### config.mk
export PLATFORM = sky130hd
export DESIGN_NAME = pcf_ram
export DESIGN_NICKNAME = d
export VERILOG_FILES = /design/src/rtl/pcf_ram.sv
export SDC_FILE = /design/constraint.sdc
export NUM_CORES = 1
export LEC_CHECK = 0
export ABC_AREA = 1
export ABC_CLOCK_PERIOD_IN_PS = 5100
export BUFFER_PORTS_ARGS = -buffer_cell sky130_fd_sc_hd__buf_2
export CORE_MARGIN = 10
export CORE_UTILIZATION = 41
export CTS_BUF_LIST = sky130_fd_sc_hd__clkbuf_16
export CTS_CLUSTER_DIAMETER = 60
export DETAILED_ROUTE_END_ITERATION = 7
export GPL_TIMING_DRIVEN = 0
export HOLD_SLACK_MARGIN = 0.08
export PLACE_DENSITY = 0.64
export SYNTH_ARGS = -nofsm -noshare
export SYNTH_HDL_FRONTEND = slang
export SYNTH_SLANG_ARGS = --single-unit
### constraint.sdc
create_clock -name clk -period 5.1 [get_ports clk]
set_input_delay 0.765 -clock clk [delete_from_list [all_inputs] [get_ports clk]]
set_output_delay 0.765 -clock clk [all_outputs]
set_load 0.01 [all_outputs]
### src/rtl/pcf_ram.sv
module pcf_ram #(
  parameter int WIDTH = 32,
  parameter int DEPTH = 16,
  parameter int ADDR_W = (DEPTH > 1) ? $clog2(DEPTH) : 1
) (
  input  logic              clk,
  input  logic              we,
  input  logic [ADDR_W-1:0] waddr,
  input  logic [WIDTH-1:0]  wdata,
  input  logic              re,
  input  logic [ADDR_W-1:0] raddr,
  output logic [WIDTH-1:0]  rdata
);

  logic [WIDTH-1:0] mem [DEPTH];

  // one write port, one registered read port
  always_ff @(posedge clk) begin
    if (we) begin
      mem[waddr] <= wdata;
    end
    if (re) begin
      rdata <= mem[raddr];
    end
  end

endmodule

==> flow_summary.toml <==
[finish]
nFillCells = 4885
seq_area_um2 = 16300
finalNonFillerCells = 3059
antenna_cells = 0
fin_nets = 2309
drive_gt1_share_pct = 11.6
multiInputGateArea_um2 = 4670
area_growth_pct = 16.1
fin_area_um2 = 26800

[logic_synthesis]
syn_area_per_cell_um2 = 10.9
netlist_area_um2 = 23100
synth_top_area_share_pct = 70.9
synth_area_leaders = "edfxtp_1, nand2_1, nand3_1, inv_1, buf_6"
ys_warn_count = 0
yosys.area.top_type = "edfxtp_1"
syn_inst = 2120
yosys_register_bits = 544
seq_area_frac_synth_pct = 70.9
syn-num-nets = 2163
synth.distinct_cells = 14

[place]
port_buffers = 72
hpwl_um = 40200
dp_slack_ps = 2480
placedInstanceArea_um2 = 24800
gp_congestion = 0.833
dp.cells = 2956

[cts]
cts_made_buffers = 56
cts_tree = "yes"
cts_setup_buffers = 0
clk_path_buf_depth = 3
insertion_delay_ps = 610
htreeDepth = 2
cts_resized = 0
path_clk_slew_ps = 60
clockRootBuffer = "clkbuf_16"
cts_hold_buf = 0
cts_sinks = 544

[timing]
final_max_slew_viol_count = 0
slew_headroom_pct = 33.7
fin_crit_sh_pct = 41.5
hold_viol = 0
fin_ws_ps = 2980
fmax_ghz = 0.473
min_period_ps = 2120
finalSetupViolations = 0
setup_tns_ps = 0
worst_slew_pin_slew_ps = 994
finClkSkew_ps = 21.6
rsz0062_at_grt = "false"

[drt]
drcViolationCount = 0
drtAntennaViolNets = 0
drtPass1Iterations = 8
drtIter0Drc = 1801
vias_per_cell = 5.09
wire_per_inst_um = 20.8
vias = 15570
wirelength_um = 63700

[grt]
grt_pass1_wl_um = 93900
grt_overflow = 0
grt_usage_pct = 18.9
grt_max_degree = 33
antenna_found_initial = 0
grt_pass1_vias = 14969

[setup_path]
r2r_cells = 6
r2r_end = "rdata[11]"
cp.arrival_ps = 2450
r2r-start = "mem[15][11]"
start_kind = "input port"
crit_slowest_cell = "clkbuf_1"
end_kind = "flip-flop"
cp_max_fo = 10
worstPathRequired_ps = 5430
crit_family = "buffers and inverters"
path_cells = "buf_2, buf_2, clkbuf_1, nand3_1, nand3_1, nand2_1"
r2r_slack_ps = 3810
slowest_delay_ps = 620
crit_type = "input port to flip-flop"
worst-path-buf-inv = 3

[hold_path]
hp-class = "input port to flip-flop"
hold_path_end = "mem[13][3]"
worstHoldStart = "wdata[3]"
holdPathStages = 1

[power_and_ir_drop]
p_sw_w = 0.00223
leakage_nw = 11.3
p_seq_share_pct = 50.4
p_per_area_nw_per_um2 = 375
p_int_w = 0.00780
peakVddDrop_uv = 260
power_w = 0.0100
comb_power_share_pct = 6.7
clockPowerShare_pct = 42.9
swShare_pct = 22.2

[floorplan]
die_w_um = 257
rows = 86
die_area_um2 = 66100
initial_core_util_pct = 41.6
core_area_um2 = 55400
pin_count = 75
die_y_um = 257

[status]
status = "finished, final reports clean"

[run]
cap_violations = 0
==> sequential cells by signal (all words and copies together) (netlist names) <==
signal  cells
rdata      32
mem       512
==> final cells by class <==
class	instances	share of cell area [%]
Tap cell	748	3.50
Inverter	390	5.48
Clock inverter	46	1.88
Clock buffer	57	5.33
Multi-Input combinational cell	1081	17.4
Timing Repair Buffer	88	2.74
Sequential cell	544	61.0
Buffer	105	2.62
==> layout by cell type, fill, tap and decap left out <==
cell type   instances
nand2_1           677
edfxtp_1          544
inv_1             392
nand3_1           385
buf_2             113
clkbuf_16          57
buf_6              29
nor2_4             16
buf_1              14
clkbuf_1           14
clkinv_1           13
clkinv_2           13
bufinv_16          11
buf_12             10
buf_16              7
buf_4               6
nand3b_1            2
clkinvlp_4          2
clkinv_4            2
inv_4               1
inv_2               1
nor2_1              1
inv_8               1
==> through the flow <==
| stage | hold WS, ps | util [%] |
|---|---|---|
| after floorplan | 683 | - |
| after global placement | 729 | 43.9 |
| after detailed placement | 742 | 44.8 |
| after CTS | 508 | 48.3 |
| after global routing | 532 | 48.3 |
| final | 532 | 48.3 |
==> worst reg2reg max path: cells and delay by family, from the launching register on <==
kind | cells | cell delay (ps)
buf+inv | 1 | 60
simple gates | 5 | 610
flops | 1 | 360
==> per-layer routing <==
layer,track usage (%),part of all wire (%),vias up
met3,2.93,8.8,138
met4,7.20,3.3,0
li1,-,-,7184
met2,30.4,47,745
met5,0,0,-
met1,25.3,41,7503
==> synthesized netlist by cell type <==
cell / number
inv_2: 1
buf_12: 1
buf_6: 29
nand2_1: 677
nand3_1: 385
edfxtp_1: 544
nor2_1: 17
inv_1: 388
clkbuf_1: 14
buf_4: 6
buf_2: 41
buf_1: 14
inv_4: 1
nand3b_1: 2
==> worst max path at each step <==
| stage | from | to | slack [ps] | cells after the start |
|---|---|---|---|---|
| after floorplan | waddr[2] | mem[10][0] | 2340 | 2 |
| after global placement | waddr[2] | mem[8][24] | 460 | 3 |
| after detailed placement | raddr[2] | rdata[11] | 2480 | 6 |
| after CTS | raddr[2] | rdata[11] | 3090 | 6 |
| after global routing | raddr[2] | rdata[11] | 2990 | 6 |
| final | raddr[2] | rdata[11] | 2980 | 6 |
==> cells by family after synthesis <==
| kind of cell | count (synthesis) | synth area share (%) |
|---|---|---|
| buf+inv | 495 | 9.41 |
| simple gates | 1081 | 19.7 |
| flops | 544 | 70.9 |
==> power by group through the flow <==
stage               sequential, W  combinational, W  clock, W
global route              0.00507          0.000734   0.00453
finish                    0.00506          0.000672   0.00430
floorplan                 0.00517          0.000341         0
detailed placement        0.00515          0.000666         0
global placement          0.00516          0.000630         0
CTS                       0.00506          0.000670   0.00434
No activity file was read; power rests on OpenSTA's default activity.
