`src/rtl/pcf_pkg.sv`:
```
package pcf_pkg;

  // field widths of the stream items
  localparam int CMD_W    = 2;
  localparam int CH_W     = 4;
  localparam int RAW_W    = 16;
  localparam int PRES_W   = 32;
  localparam int GAIN_W   = 26;
  localparam int ALPHA_W  = 24;
  localparam int IN_DATA_W  = 136;
  localparam int OUT_DATA_W = 40;

  // defaults for the top level parameters
  localparam int CHANNELS_DEF    = 16;
  localparam int SAMPLE_BITS_DEF = 16;

  // wide signed working width for saturating sums
  localparam int SAT_W = 40;
  localparam logic signed [SAT_W-1:0] SAT_HI = 40'sh00_7FFF_FFFF;
  localparam logic signed [SAT_W-1:0] SAT_LO = 40'shFF_8000_0000;

  typedef enum logic [CMD_W-1:0] {
    CMD_SAMPLE = 2'd0,
    CMD_READ   = 2'd1,
    CMD_TARE   = 2'd2,
    CMD_SETCAL = 2'd3
  } cmd_t;

  typedef enum logic [2:0] {
    ST_IDLE,
    ST_LOOK,
    ST_SCALE,
    ST_DIFF,
    ST_MUL2,
    ST_UPD
  } state_t;

  // per-channel calibration row
  typedef struct packed {
    logic [ALPHA_W-1:0]       alpha;
    logic signed [PRES_W-1:0] offset;
    logic [GAIN_W-1:0]        gain;
  } cal_t;

  // strobes from the sequencer to the datapath
  typedef struct packed {
    logic take;
    logic mul;
    logic scale;
    logic diff;
    logic mul2;
    logic filt_we;
    logic cal_we;
    logic out_load;
  } ctl_t;

  function automatic logic signed [PRES_W-1:0] sat_s32(input logic signed [SAT_W-1:0] v);
    logic signed [PRES_W-1:0] r;
    if (v > SAT_HI) begin
      r = SAT_HI[PRES_W-1:0];
    end else if (v < SAT_LO) begin
      r = SAT_LO[PRES_W-1:0];
    end else begin
      r = v[PRES_W-1:0];
    end
    return r;
  endfunction

endpackage

```
`src/rtl/pcf_ctrl.sv`:
```
module pcf_ctrl import pcf_pkg::*; (
  input  logic clk,
  input  logic rst_n,
  input  logic in_tvalid,
  input  cmd_t cmd_r,
  input  logic ch_ok_r,
  input  logic out_free,
  output logic in_tready,
  output ctl_t ctl
);

  state_t state_r;
  state_t state_nxt;

  // state register
  always_ff @(posedge clk) begin
    if (!rst_n) begin
      state_r <= ST_IDLE;
    end else begin
      state_r <= state_nxt;
    end
  end

  // next state
  always_comb begin
    state_nxt = state_r;
    unique case (state_r)
      ST_IDLE: begin
        if (in_tvalid) state_nxt = ST_LOOK;
      end
      ST_LOOK: begin
        unique case (cmd_r)
          CMD_SAMPLE: state_nxt = ch_ok_r ? ST_SCALE : ST_IDLE;
          CMD_READ:   state_nxt = out_free ? ST_IDLE : ST_LOOK;
          CMD_TARE:   state_nxt = ST_IDLE;
          CMD_SETCAL: state_nxt = ST_IDLE;
          default:    state_nxt = ST_IDLE;
        endcase
      end
      ST_SCALE: state_nxt = ST_DIFF;
      ST_DIFF:  state_nxt = ST_MUL2;
      ST_MUL2:  state_nxt = ST_UPD;
      ST_UPD:   state_nxt = ST_IDLE;
      default:  state_nxt = ST_IDLE;
    endcase
  end

  // strobes
  always_comb begin
    in_tready    = (state_r == ST_IDLE);
    ctl          = '0;
    ctl.take     = (state_r == ST_IDLE) && in_tvalid;
    ctl.mul      = (state_r == ST_LOOK) && (cmd_r == CMD_SAMPLE);
    ctl.cal_we   = (state_r == ST_LOOK) && ch_ok_r
                   && ((cmd_r == CMD_TARE) || (cmd_r == CMD_SETCAL));
    ctl.out_load = (state_r == ST_LOOK) && (cmd_r == CMD_READ) && out_free;
    ctl.scale    = (state_r == ST_SCALE);
    ctl.diff     = (state_r == ST_DIFF);
    ctl.mul2     = (state_r == ST_MUL2);
    ctl.filt_we  = (state_r == ST_UPD);
  end

endmodule

```
`config.mk`:
```
export PLATFORM = sky130hd
export DESIGN_NAME = pcf_ctrl
export DESIGN_NICKNAME = d
export VERILOG_FILES = /design/src/rtl/pcf_pkg.sv /design/src/rtl/pcf_ctrl.sv
export SDC_FILE = /design/constraint.sdc
export NUM_CORES = 1
export LEC_CHECK = 0
export ABC_AREA = 1
export BUFFER_PORTS_ARGS = -buffer_cell sky130_fd_sc_hd__buf_2
export CORE_AREA = 2 2 39 41
export DETAILED_ROUTE_END_ITERATION = 8
export DIE_AREA = 0 0 41 43
export GPL_TIMING_DRIVEN = 0
export PLACE_DENSITY = 0.38
export SLEW_MARGIN = 30
export SYNTH_ARGS = -nofsm -noshare
export SYNTH_HDL_FRONTEND = slang
export SYNTH_SLANG_ARGS = --single-unit
```
`constraint.sdc`:
```
create_clock -name clk -period 1.1 [get_ports clk]
set_input_delay 0.11 -clock clk [delete_from_list [all_inputs] [get_ports clk]]
set_output_delay 0.11 -clock clk [all_outputs]
set_load 0.02 [all_outputs]
```
==> flow_metrics.py <==
metrics = {
    "run_status": {
        "status": "complete, but fails checks",
        "violations": "negative setup slack",
    },
    "routing": {
        "ant_nets": 0,
        "wl_per_cell_um": 8.05,
        "avgViaCountPerCell": 3.93,
        "wirelength_um": 660,
        "drt_pass1_iterations": 2,
        "post-route-drc-count": 0,
        "vias": 322,
        "first_iter_violations": 1,
    },
    "placement": {
        "dp.cells": 71,
        "dpl_cell_area_um2": 330,
        "hpwl_um": 482,
        "gp_congestion": 0.675,
        "portBuffers": 15,
        "pre_cts_slack_ps": -14.1,
    },
    "logic_synthesis": {
        "yosysSeqAreaShare_pct": 26.8,
        "synth_nets": 47,
        "ys_top_cells_by_area": "dfxtp_1 (27%), nor2_1 (18%), inv_1 (15%)",
        "syn_inst": 40,
        "yosysTopAreaCell": "dfxtp_1",
        "ys_seq_elements": 3,
        "syn_area_um2": 224,
        "syn_area_per_cell_um2": 5.60,
        "ys_types": 11,
        "synth_top_area_share_pct": 26.8,
        "ys_warn_count": 0,
    },
    "timing": {
        "drv_slew": 0,
        "maxSlewHeadroom_pct": 88.3,
        "tightest_slew_ps": 175,
        "setup_violations": 8,
        "min_period_ps": 1180,
        "period_share_pct": 107,
        "setup_ws_ps": -80.1,
        "grt_setup_unrepaired": "true",
        "skew_ps": 4.30,
        "fmax_mhz": 847,
        "hold_viol_final": 0,
        "timing.hold.ws_ps": 127,
    },
    "floorplan": {
        "rows": 14,
        "core_um2": 1380,
        "dieHeight_um": 43,
        "die_area_um2": 1760,
        "boundaryPins": 16,
        "die_w_um": 41,
        "initial_core_util_pct": 16.2,
    },
    "global_routing": {
        "grt_first_pass_wirelength_mm": 1.00,
        "grt_max_degree": 7,
        "grt_pass1_vias": 275,
        "overflow": 0,
        "grt.total_usage_pct": 9.13,
        "grt_antenna_before_repair": 0,
    },
    "setup_path": {
        "critPathLaunchType": "flip-flop",
        "crit_path_end": "ctl[0]",
        "slowest_stage": "dfxtp_4",
        "reg2reg_depth": 7,
        "cp.arrival_ps": 1070,
        "crit_path_end_kind": "output pin",
        "worstPathCellList": "inv_6 > nand3_4 > nor4_2 > buf_2",
        "required_ps": 990,
        "reg2reg_to": "state_r[2]",
        "reg2reg_slack_ps": 0,
        "crit_start": "state_r[2]",
        "path_max_fanout": 4,
        "crit_type": "reg2out",
        "slowest_delay_ps": 360,
        "r2r_start": "state_r[0]",
    },
    "finish": {
        "syn_to_final_growth_pct": 116,
        "largest_reg_flops": 3,
        "stdcell_count": 82,
        "layout_commonest_cell": "buf_4",
        "antenna_cells": 0,
        "drive_gt1_share_pct": 62.1,
        "final_nets": 74,
        "largestRegisters": "state_r x3",
        "layout_common_cells": "buf_4 (12), nor2_1 (9), inv_1 (7), buf_2 (7)",
        "design_area_um2": 484,
        "top_register": "state_r",
    },
    "clock_tree": {
        "clkTransAtPathRegs_ps": 40,
        "htreeDepth": 1,
        "cts_made_buffers": 3,
        "clock_sinks": 3,
        "clockRootBuffer": "clkbuf_4",
        "insertion_delay_ps": 230,
        "clockBufferDepth": 2,
        "cts_tree": "done",
        "cts.hold.buffers_added": 0,
    },
    "run": {
        "cap_violations": 0,
    },
    "power": {
        "total_power_mw": 0.431,
        "vdd_drop_max_mv": 0.301,
        "power.leakage_nw": 0.251,
        "p_per_area_nw_per_um2": 890,
    },
    "min_path": {
        "worstHoldPathType": "in2reg",
    },
}
[Yosys cell counts]
master    n
dfxtp_1   3
nand3_1   5
o21ai_0   1
nor3_1    1
inv_2     2
nor2_1   11
nor3_2    2
nand2_1   4
inv_1     9
nor4_1    1
a21oi_1   1
[report_power, final]
part	leakage, nW	switching (mW)	internal, mW
registers	0.0267	0.0105	0.110
clock network	0.0150	0.0556	0.136
logic	0.209	0.0630	0.0558
[metal layers]
metal	GRT usage (%)	wire, µm	vias to the layer above
li1	-	-	176
met1	7.69	263	136
met2	14.4	349	10
met3	4.71	47	0
met4	8.00	0	0
met5	0	0	-
[cells by family (layout without fill, tap and decap cells)]
logic type             after synthesis  count (layout)  synth area share, %
DFF                                  3               3                 26.8
AOI/OAI and AO/OA                    2               2                 4.46
and+or+nand+nor                     24              24                 50.3
buffers and inverters               11              37                 18.4
[final cells by class]
| class | count | area [µm²] |
|---|---|---|
| Clock buffer | 4 | 26.3 |
| Multi-Input combinational cell | 26 | 159 |
| Tap cell | 16 | 20.0 |
| Fill cell | 161 | 900 |
| Inverter | 11 | 48.8 |
| Sequential cell | 3 | 71.3 |
| Timing Repair Buffer | 22 | 159 |
[through the flow]
| stage | utilization (%) | TNS [ps] |
|---|---|---|
| after floorplan | - | 0 |
| after global placement | 23.9 | -30.4 |
| after detailed placement | 23.9 | -14.1 |
| after CTS | 33.5 | -283 |
| after global routing | 35.0 | -786 |
| final | 35.0 | -266 |
[worst min path at each step]
stage / start / to / slack (ps) / depth (start not counted)
after CTS: rst_n / state_r[2] / 120 / 3
final: rst_n / state_r[1] / 130 / 3
after global routing: rst_n / state_r[0] / 140 / 3
after floorplan: rst_n / state_r[1] / 240 / 2
after global placement: rst_n / state_r[2] / 380 / 3
after detailed placement: rst_n / state_r[2] / 380 / 3
[timing repair]
item                                    in CTS  in global routing
pin swaps                                    2                  2
gates resized for setup                     23                  5
setup buffers                                6                  1
endpoints found under the setup margin       9                 10
gates cloned                                 0                  0
[worst max-delay path, delay by kind of cell (launching register included)]
kind	cells	cell delay, ps
buffers and inverters	2	270
DFF	1	360
and+or+nand+nor	2	210
No activity file was read; power rests on OpenSTA's default activity.
