--- src/rtl/pcf_pkg.sv ---
package pcf_pkg;

  // field widths of the stream items
  localparam int CMD_W    = 2;
  localparam int CH_W     = 4;
  localparam int RAW_W    = 16;
  localparam int PRES_W   = 32;
  localparam int GAIN_W   = 26;
  localparam int ALPHA_W  = 24;
  localparam int IN_DATA_W  = 136;
  localparam int OUT_DATA_W = 40;

  // defaults for the top level parameters
  localparam int CHANNELS_DEF    = 16;
  localparam int SAMPLE_BITS_DEF = 16;

  // wide signed working width for saturating sums
  localparam int SAT_W = 40;
  localparam logic signed [SAT_W-1:0] SAT_HI = 40'sh00_7FFF_FFFF;
  localparam logic signed [SAT_W-1:0] SAT_LO = 40'shFF_8000_0000;

  typedef enum logic [CMD_W-1:0] {
    CMD_SAMPLE = 2'd0,
    CMD_READ   = 2'd1,
    CMD_TARE   = 2'd2,
    CMD_SETCAL = 2'd3
  } cmd_t;

  typedef enum logic [2:0] {
    ST_IDLE,
    ST_LOOK,
    ST_SCALE,
    ST_DIFF,
    ST_MUL2,
    ST_UPD
  } state_t;

  // per-channel calibration row
  typedef struct packed {
    logic [ALPHA_W-1:0]       alpha;
    logic signed [PRES_W-1:0] offset;
    logic [GAIN_W-1:0]        gain;
  } cal_t;

  // strobes from the sequencer to the datapath
  typedef struct packed {
    logic take;
    logic mul;
    logic scale;
    logic diff;
    logic mul2;
    logic filt_we;
    logic cal_we;
    logic out_load;
  } ctl_t;

  function automatic logic signed [PRES_W-1:0] sat_s32(input logic signed [SAT_W-1:0] v);
    logic signed [PRES_W-1:0] r;
    if (v > SAT_HI) begin
      r = SAT_HI[PRES_W-1:0];
    end else if (v < SAT_LO) begin
      r = SAT_LO[PRES_W-1:0];
    end else begin
      r = v[PRES_W-1:0];
    end
    return r;
  endfunction

endpackage

--- src/rtl/pcf_ema.sv ---
module pcf_ema import pcf_pkg::*; #(
  parameter int CNT_W = 16
) (
  input  logic                     clk,
  input  ctl_t                     ctl,
  input  logic [CNT_W-1:0]         cnt,
  input  logic [GAIN_W-1:0]        gain,
  input  logic signed [PRES_W-1:0] offset,
  input  logic [ALPHA_W-1:0]       alpha,
  input  logic signed [PRES_W-1:0] y_cur,
  output logic signed [PRES_W-1:0] y_new
);

  localparam int PROD_W = CNT_W + GAIN_W;
  localparam int SCL_W  = PROD_W - 11;
  localparam int MAG_W  = PRES_W + 1;
  localparam int P_W    = MAG_W + ALPHA_W;
  localparam int Q_W    = P_W - 23;

  logic [PROD_W-1:0]        prod_r;
  logic signed [PRES_W-1:0] x_r;
  logic [MAG_W-1:0]         mag_r;
  logic                     neg_r;
  logic [P_W-1:0]           p_r;

  logic [PROD_W:0]          rsum;
  logic [SCL_W-1:0]         scaled;
  logic signed [SAT_W-1:0]  scl_e;
  logic signed [SAT_W-1:0]  scl_cap;
  logic signed [SAT_W-1:0]  dif;
  logic signed [SAT_W-1:0]  dif_abs;
  logic [P_W:0]             psum;
  logic [Q_W-1:0]           q;
  logic signed [SAT_W-1:0]  qe;
  logic signed [SAT_W-1:0]  qs;

  // count times gain, exact Q.24
  always_ff @(posedge clk) begin
    if (ctl.mul) begin
      prod_r <= PROD_W'(cnt) * PROD_W'(gain);
    end
  end

  // round to Q.12, cap, add offset
  always_comb begin
    rsum    = {1'b0, prod_r} + (PROD_W + 1)'(2048);
    scaled  = rsum[PROD_W:12];
    scl_e   = SAT_W'(scaled);
    scl_cap = (scl_e > SAT_HI) ? SAT_HI : scl_e;
  end

  always_ff @(posedge clk) begin
    if (ctl.scale) begin
      x_r <= sat_s32(scl_cap + SAT_W'(offset));
    end
  end

  // distance to the filtered value, as sign and magnitude
  always_comb begin
    dif     = SAT_W'(x_r) - SAT_W'(y_cur);
    dif_abs = dif[SAT_W-1] ? -dif : dif;
  end

  always_ff @(posedge clk) begin
    if (ctl.diff) begin
      mag_r <= dif_abs[MAG_W-1:0];
      neg_r <= dif[SAT_W-1];
    end
  end

  // magnitude times alpha
  always_ff @(posedge clk) begin
    if (ctl.mul2) begin
      p_r <= P_W'(mag_r) * P_W'(alpha);
    end
  end

  // round half away from zero, restore sign, saturating update
  always_comb begin
    psum  = {1'b0, p_r} + (P_W + 1)'(24'h80_0000);
    q     = psum[P_W:24];
    qe    = SAT_W'(q);
    qs    = neg_r ? -qe : qe;
    y_new = sat_s32(SAT_W'(y_cur) + qs);
  end

endmodule

--- config.mk ---
export PLATFORM = sky130hd
export DESIGN_NAME = pcf_ema
export DESIGN_NICKNAME = d
export VERILOG_FILES = /design/src/rtl/pcf_pkg.sv /design/src/rtl/pcf_ema.sv
export SDC_FILE = /design/constraint.sdc
export NUM_CORES = 2
export LEC_CHECK = 0
export ABC_CLOCK_PERIOD_IN_PS = 6800
export BUFFER_PORTS_ARGS = -buffer_cell sky130_fd_sc_hd__buf_2
export CAP_MARGIN = 20
export CELL_PAD_IN_SITES_DETAIL_PLACEMENT = 0
export CELL_PAD_IN_SITES_GLOBAL_PLACEMENT = 1
export CORE_MARGIN = 10
export CORE_UTILIZATION = 46
export CTS_CLUSTER_DIAMETER = 40
export DETAILED_ROUTE_END_ITERATION = 6
export PLACE_DENSITY = 0.8
export SLEW_MARGIN = 20
export SYNTH_ARGS = -nofsm -noshare
export SYNTH_HDL_FRONTEND = slang
export SYNTH_SLANG_ARGS = --single-unit
--- constraint.sdc ---
create_clock -name clk -period 6.8 [get_ports clk]
set_clock_uncertainty 0.1 [all_clocks]
set_input_delay 0.34 -clock clk [delete_from_list [all_inputs] [get_ports clk]]
set_output_delay 0.34 -clock clk [all_outputs]
set_load 0.02 [all_outputs]
==> flow_summary.toml <==
[cts]
clk_path_buf_depth = 2
cts_tree = "done"
cts_root_buffer = "clkbuf_16"
numCtsBuffers = 17
clock_latency_ns = 0.48
h-tree-depth = 4
clkSinkCount = 131
path_clk_slew_ns = 0.06
cts_hold_buf = 0

[worst_setup_path]
path_class = "flip-flop to flip-flop"
r2r_slack_ns = -0.42
worstRegToRegCells = 27
worst_r2r_endpoint = "p_r[51]"
end_kind = "flip-flop"
cp.required_ns = 6.93
worstPathArrival_ns = 7.35
r2r-start = "mag_r[8]"
start_kind = "flip-flop"
worstPathMaxFanout = 8

[timing]
fin_tns_setup_ns = -7.10
setup_ws_ns = -0.420
period_needed_ns = 7.22
timing.final.crit_share_pct = 106
finalSetupViolations = 50
slew_violations = 0
max_freq_mhz = 138
rsz0062_at_grt = "true"
tightest_slew_ns = 0.833
max_slew_margin_pct = 44.3
hold_viol = 0

[die]
initial_core_util_pct = 46.4
die-area_um2 = 122000
dieHeight_um = 349
coreArea_um2 = 107000
die_w_um = 349
pin_count = 171
std_cell_rows = 120

[route]
firstDrtPassIters = 5
routedWlPerCell_um = 19.0
drc = 0
num_vias = 39400
ant_nets = 0
drt_iter0_drc = 2425
finalWirelength_um = 140000
viasPerCell = 5.34

[cells_and_area]
layout_commonest_cell = "inv_1"
multiInputGateArea_um2 = 41900
final_cell_mix = "1,072 x inv_1, 996 x fa_1, 913 x nand2_1"
fin_util_pct = 53.0
layout-drive-gt1-share_pct = 13.5
nets = 7523
fillers = 9893
fin_area_um2 = 56900
area_growth_pct = 14.1
seqCellArea_um2 = 3930

[hold_path]
min_to = "x_r[31]"
worstHoldPathCells = 3
min_from = "offset[31]"
hp-class = "input pin to flip-flop"

[synthesis]
avgSynthCellArea_um2 = 8.84
yosys.area.top_type = "fa_1"
synth-edff-count = 131
yosysSeqAreaShare_pct = 7.90
syn_nets = 7189
synth.distinct_cells = 93
ys_warn_count = 0
yosysTopAreaCellShare_pct = 40.8
ys_ff_latch = 131
synthCells = 5636
syn_area_um2 = 49800
ys_async_sr_fraction_pct = 0
synth_flop_cell = "edfxtp_1"
synthTopCellsByArea = "fa_1 41%, ha_1 10%, inv_1 8.1%, edfxtp_1 7.9%, nand2_1 7.0%"

[placement]
dpl_worst_slack_ns = -0.677
place_area_um2 = 54400
dp_hpwl_um = 120000
gp_congestion = 0.928
port_buffers = 166

[global_route]
grt_max_degree = 35
antenna_found_initial = 3
grt_pass1_vias = 41600
grt_usage_pct = 23.1
grt_pass1_wl_um = 225000
grt_overflow_total = 0

[job]
drv_cap = 0

[run_status]
failed_checks = "setup timing"
status = "finished with violations"
-- worst max-delay path, stage by stage (launching register included) --
cell and delay [ns]:
edfxtp_1 0.41, buf_12 0.17, buf_4 0.15, and2_1 0.16
fa_1 0.50, inv_1 0.05, fa_1 0.47, inv_1 0.05
fa_1 0.45, fa_2 0.59, fa_1 0.45, fa_1 0.50
inv_1 0.05, fa_1 0.47, inv_1 0.06, ha_4 0.26
and3_4 0.21, o2111ai_4 0.10, a41o_1 0.25, o21ai_4 0.18
a221o_2 0.29, a31oi_4 0.11, o31a_1 0.30, buf_4 0.15
buf_6 0.12, a2bb2oi_2 0.12, o21ai_1 0.16, xnor2_1 0.08
-- state kept, by name, indices dropped and copies added, names as in the netlist --
| signal | flops |
|---|---|
| mag_r | 33 |
| neg_r | 1 |
| p_r | 34 |
| prod_r | 31 |
| x_r | 32 |
-- kinds of logic (layout without fill, tap and decap cells) --
family	Yosys count	count (layout)	share of synthesized area, %
and+or+nand+nor	1835	1835	17.9
adders and majority gates	1414	1414	50.8
buffers and inverters	1337	1682	10.1
AOI/OAI and AO/OA	641	641	8.40
xor gates and xnor gates	271	271	4.78
DFF	131	131	7.90
muxes	7	7	0.143
other	0	1	0
-- routing by layer --
layer	vias to the layer above	routed length, um	GRT usage (%)
met5	-	16	0
met4	4	3460	5.87
met3	178	8530	3.56
met2	1204	69500	40.0
met1	19900	58500	30.0
li1	18100	-	-
-- worst max-delay path by stage --
stage,start,endpoint,slack (ns),cells past startpoint
after floorplan,mag_r[8],p_r[56],-0.12,24
after global placement,alpha[1],p_r[51],-0.64,23
after detailed placement,alpha[1],p_r[56],-0.68,22
after CTS,mag_r[7],p_r[56],-0.41,26
after global routing,mag_r[7],p_r[53],-0.57,27
final,mag_r[8],p_r[51],-0.42,27
-- Yosys cell counts (all sizes together), types with 6 or more instances --
master and instances:
o2111ai 10, mux2i 6, and2 468, and3 37
o21bai 22, or2 10, xnor2 183, inv 1079
a21oi 166, o31a 7, nor2 132, o211ai 16
nor3 46, or3 18, ha 399, a211oi 25
nand2b 19, nand4 43, o21a 24, a21o 77
nor2b 28, a311oi 8, o21ai 158, buf 16
xor2 88, a31oi 26, a31o 7, a2111oi 11
clkbuf 241, nand3b 6, edfxtp 131, nor4 20
o31ai 27, o311ai 6, and4 13, fa 1015
nand3 49, nand2 924
-- cell type report --
| class | instances | area share (%) |
|---|---|---|
| well taps | 1403 | 3.09 |
| clock buffers | 17 | 0.748 |
| multi-input cells | 4168 | 73.7 |
| inverters | 1080 | 7.13 |
| repair buffers | 572 | 8.06 |
| diodes | 1 | 0.00440 |
| flip-flops and latches | 131 | 6.92 |
| clock inverters | 13 | 0.370 |
-- through the flow --
stage          instances  hold WS, ns
2_1_floorplan       5636        0.352
3_3_place_gp        7299        0.698
3_5_place_dp        7299        0.714
4_1_cts             7360        0.190
5_1_grt             7385        0.235
6_report            7385        0.244
-- timing repair --
| action | in CTS | in global routing |
|---|---|---|
| gates resized for setup | 159 | 184 |
| pin swaps | 52 | 84 |
| setup buffers | 31 | 23 |
| cloned | 3 | 3 |
| setup endpoints to repair | 60 | 64 |
Power is left out: the tool's default activity adds up to more than one toggle a clock period on the data nets, which glitch-free logic cannot reach.
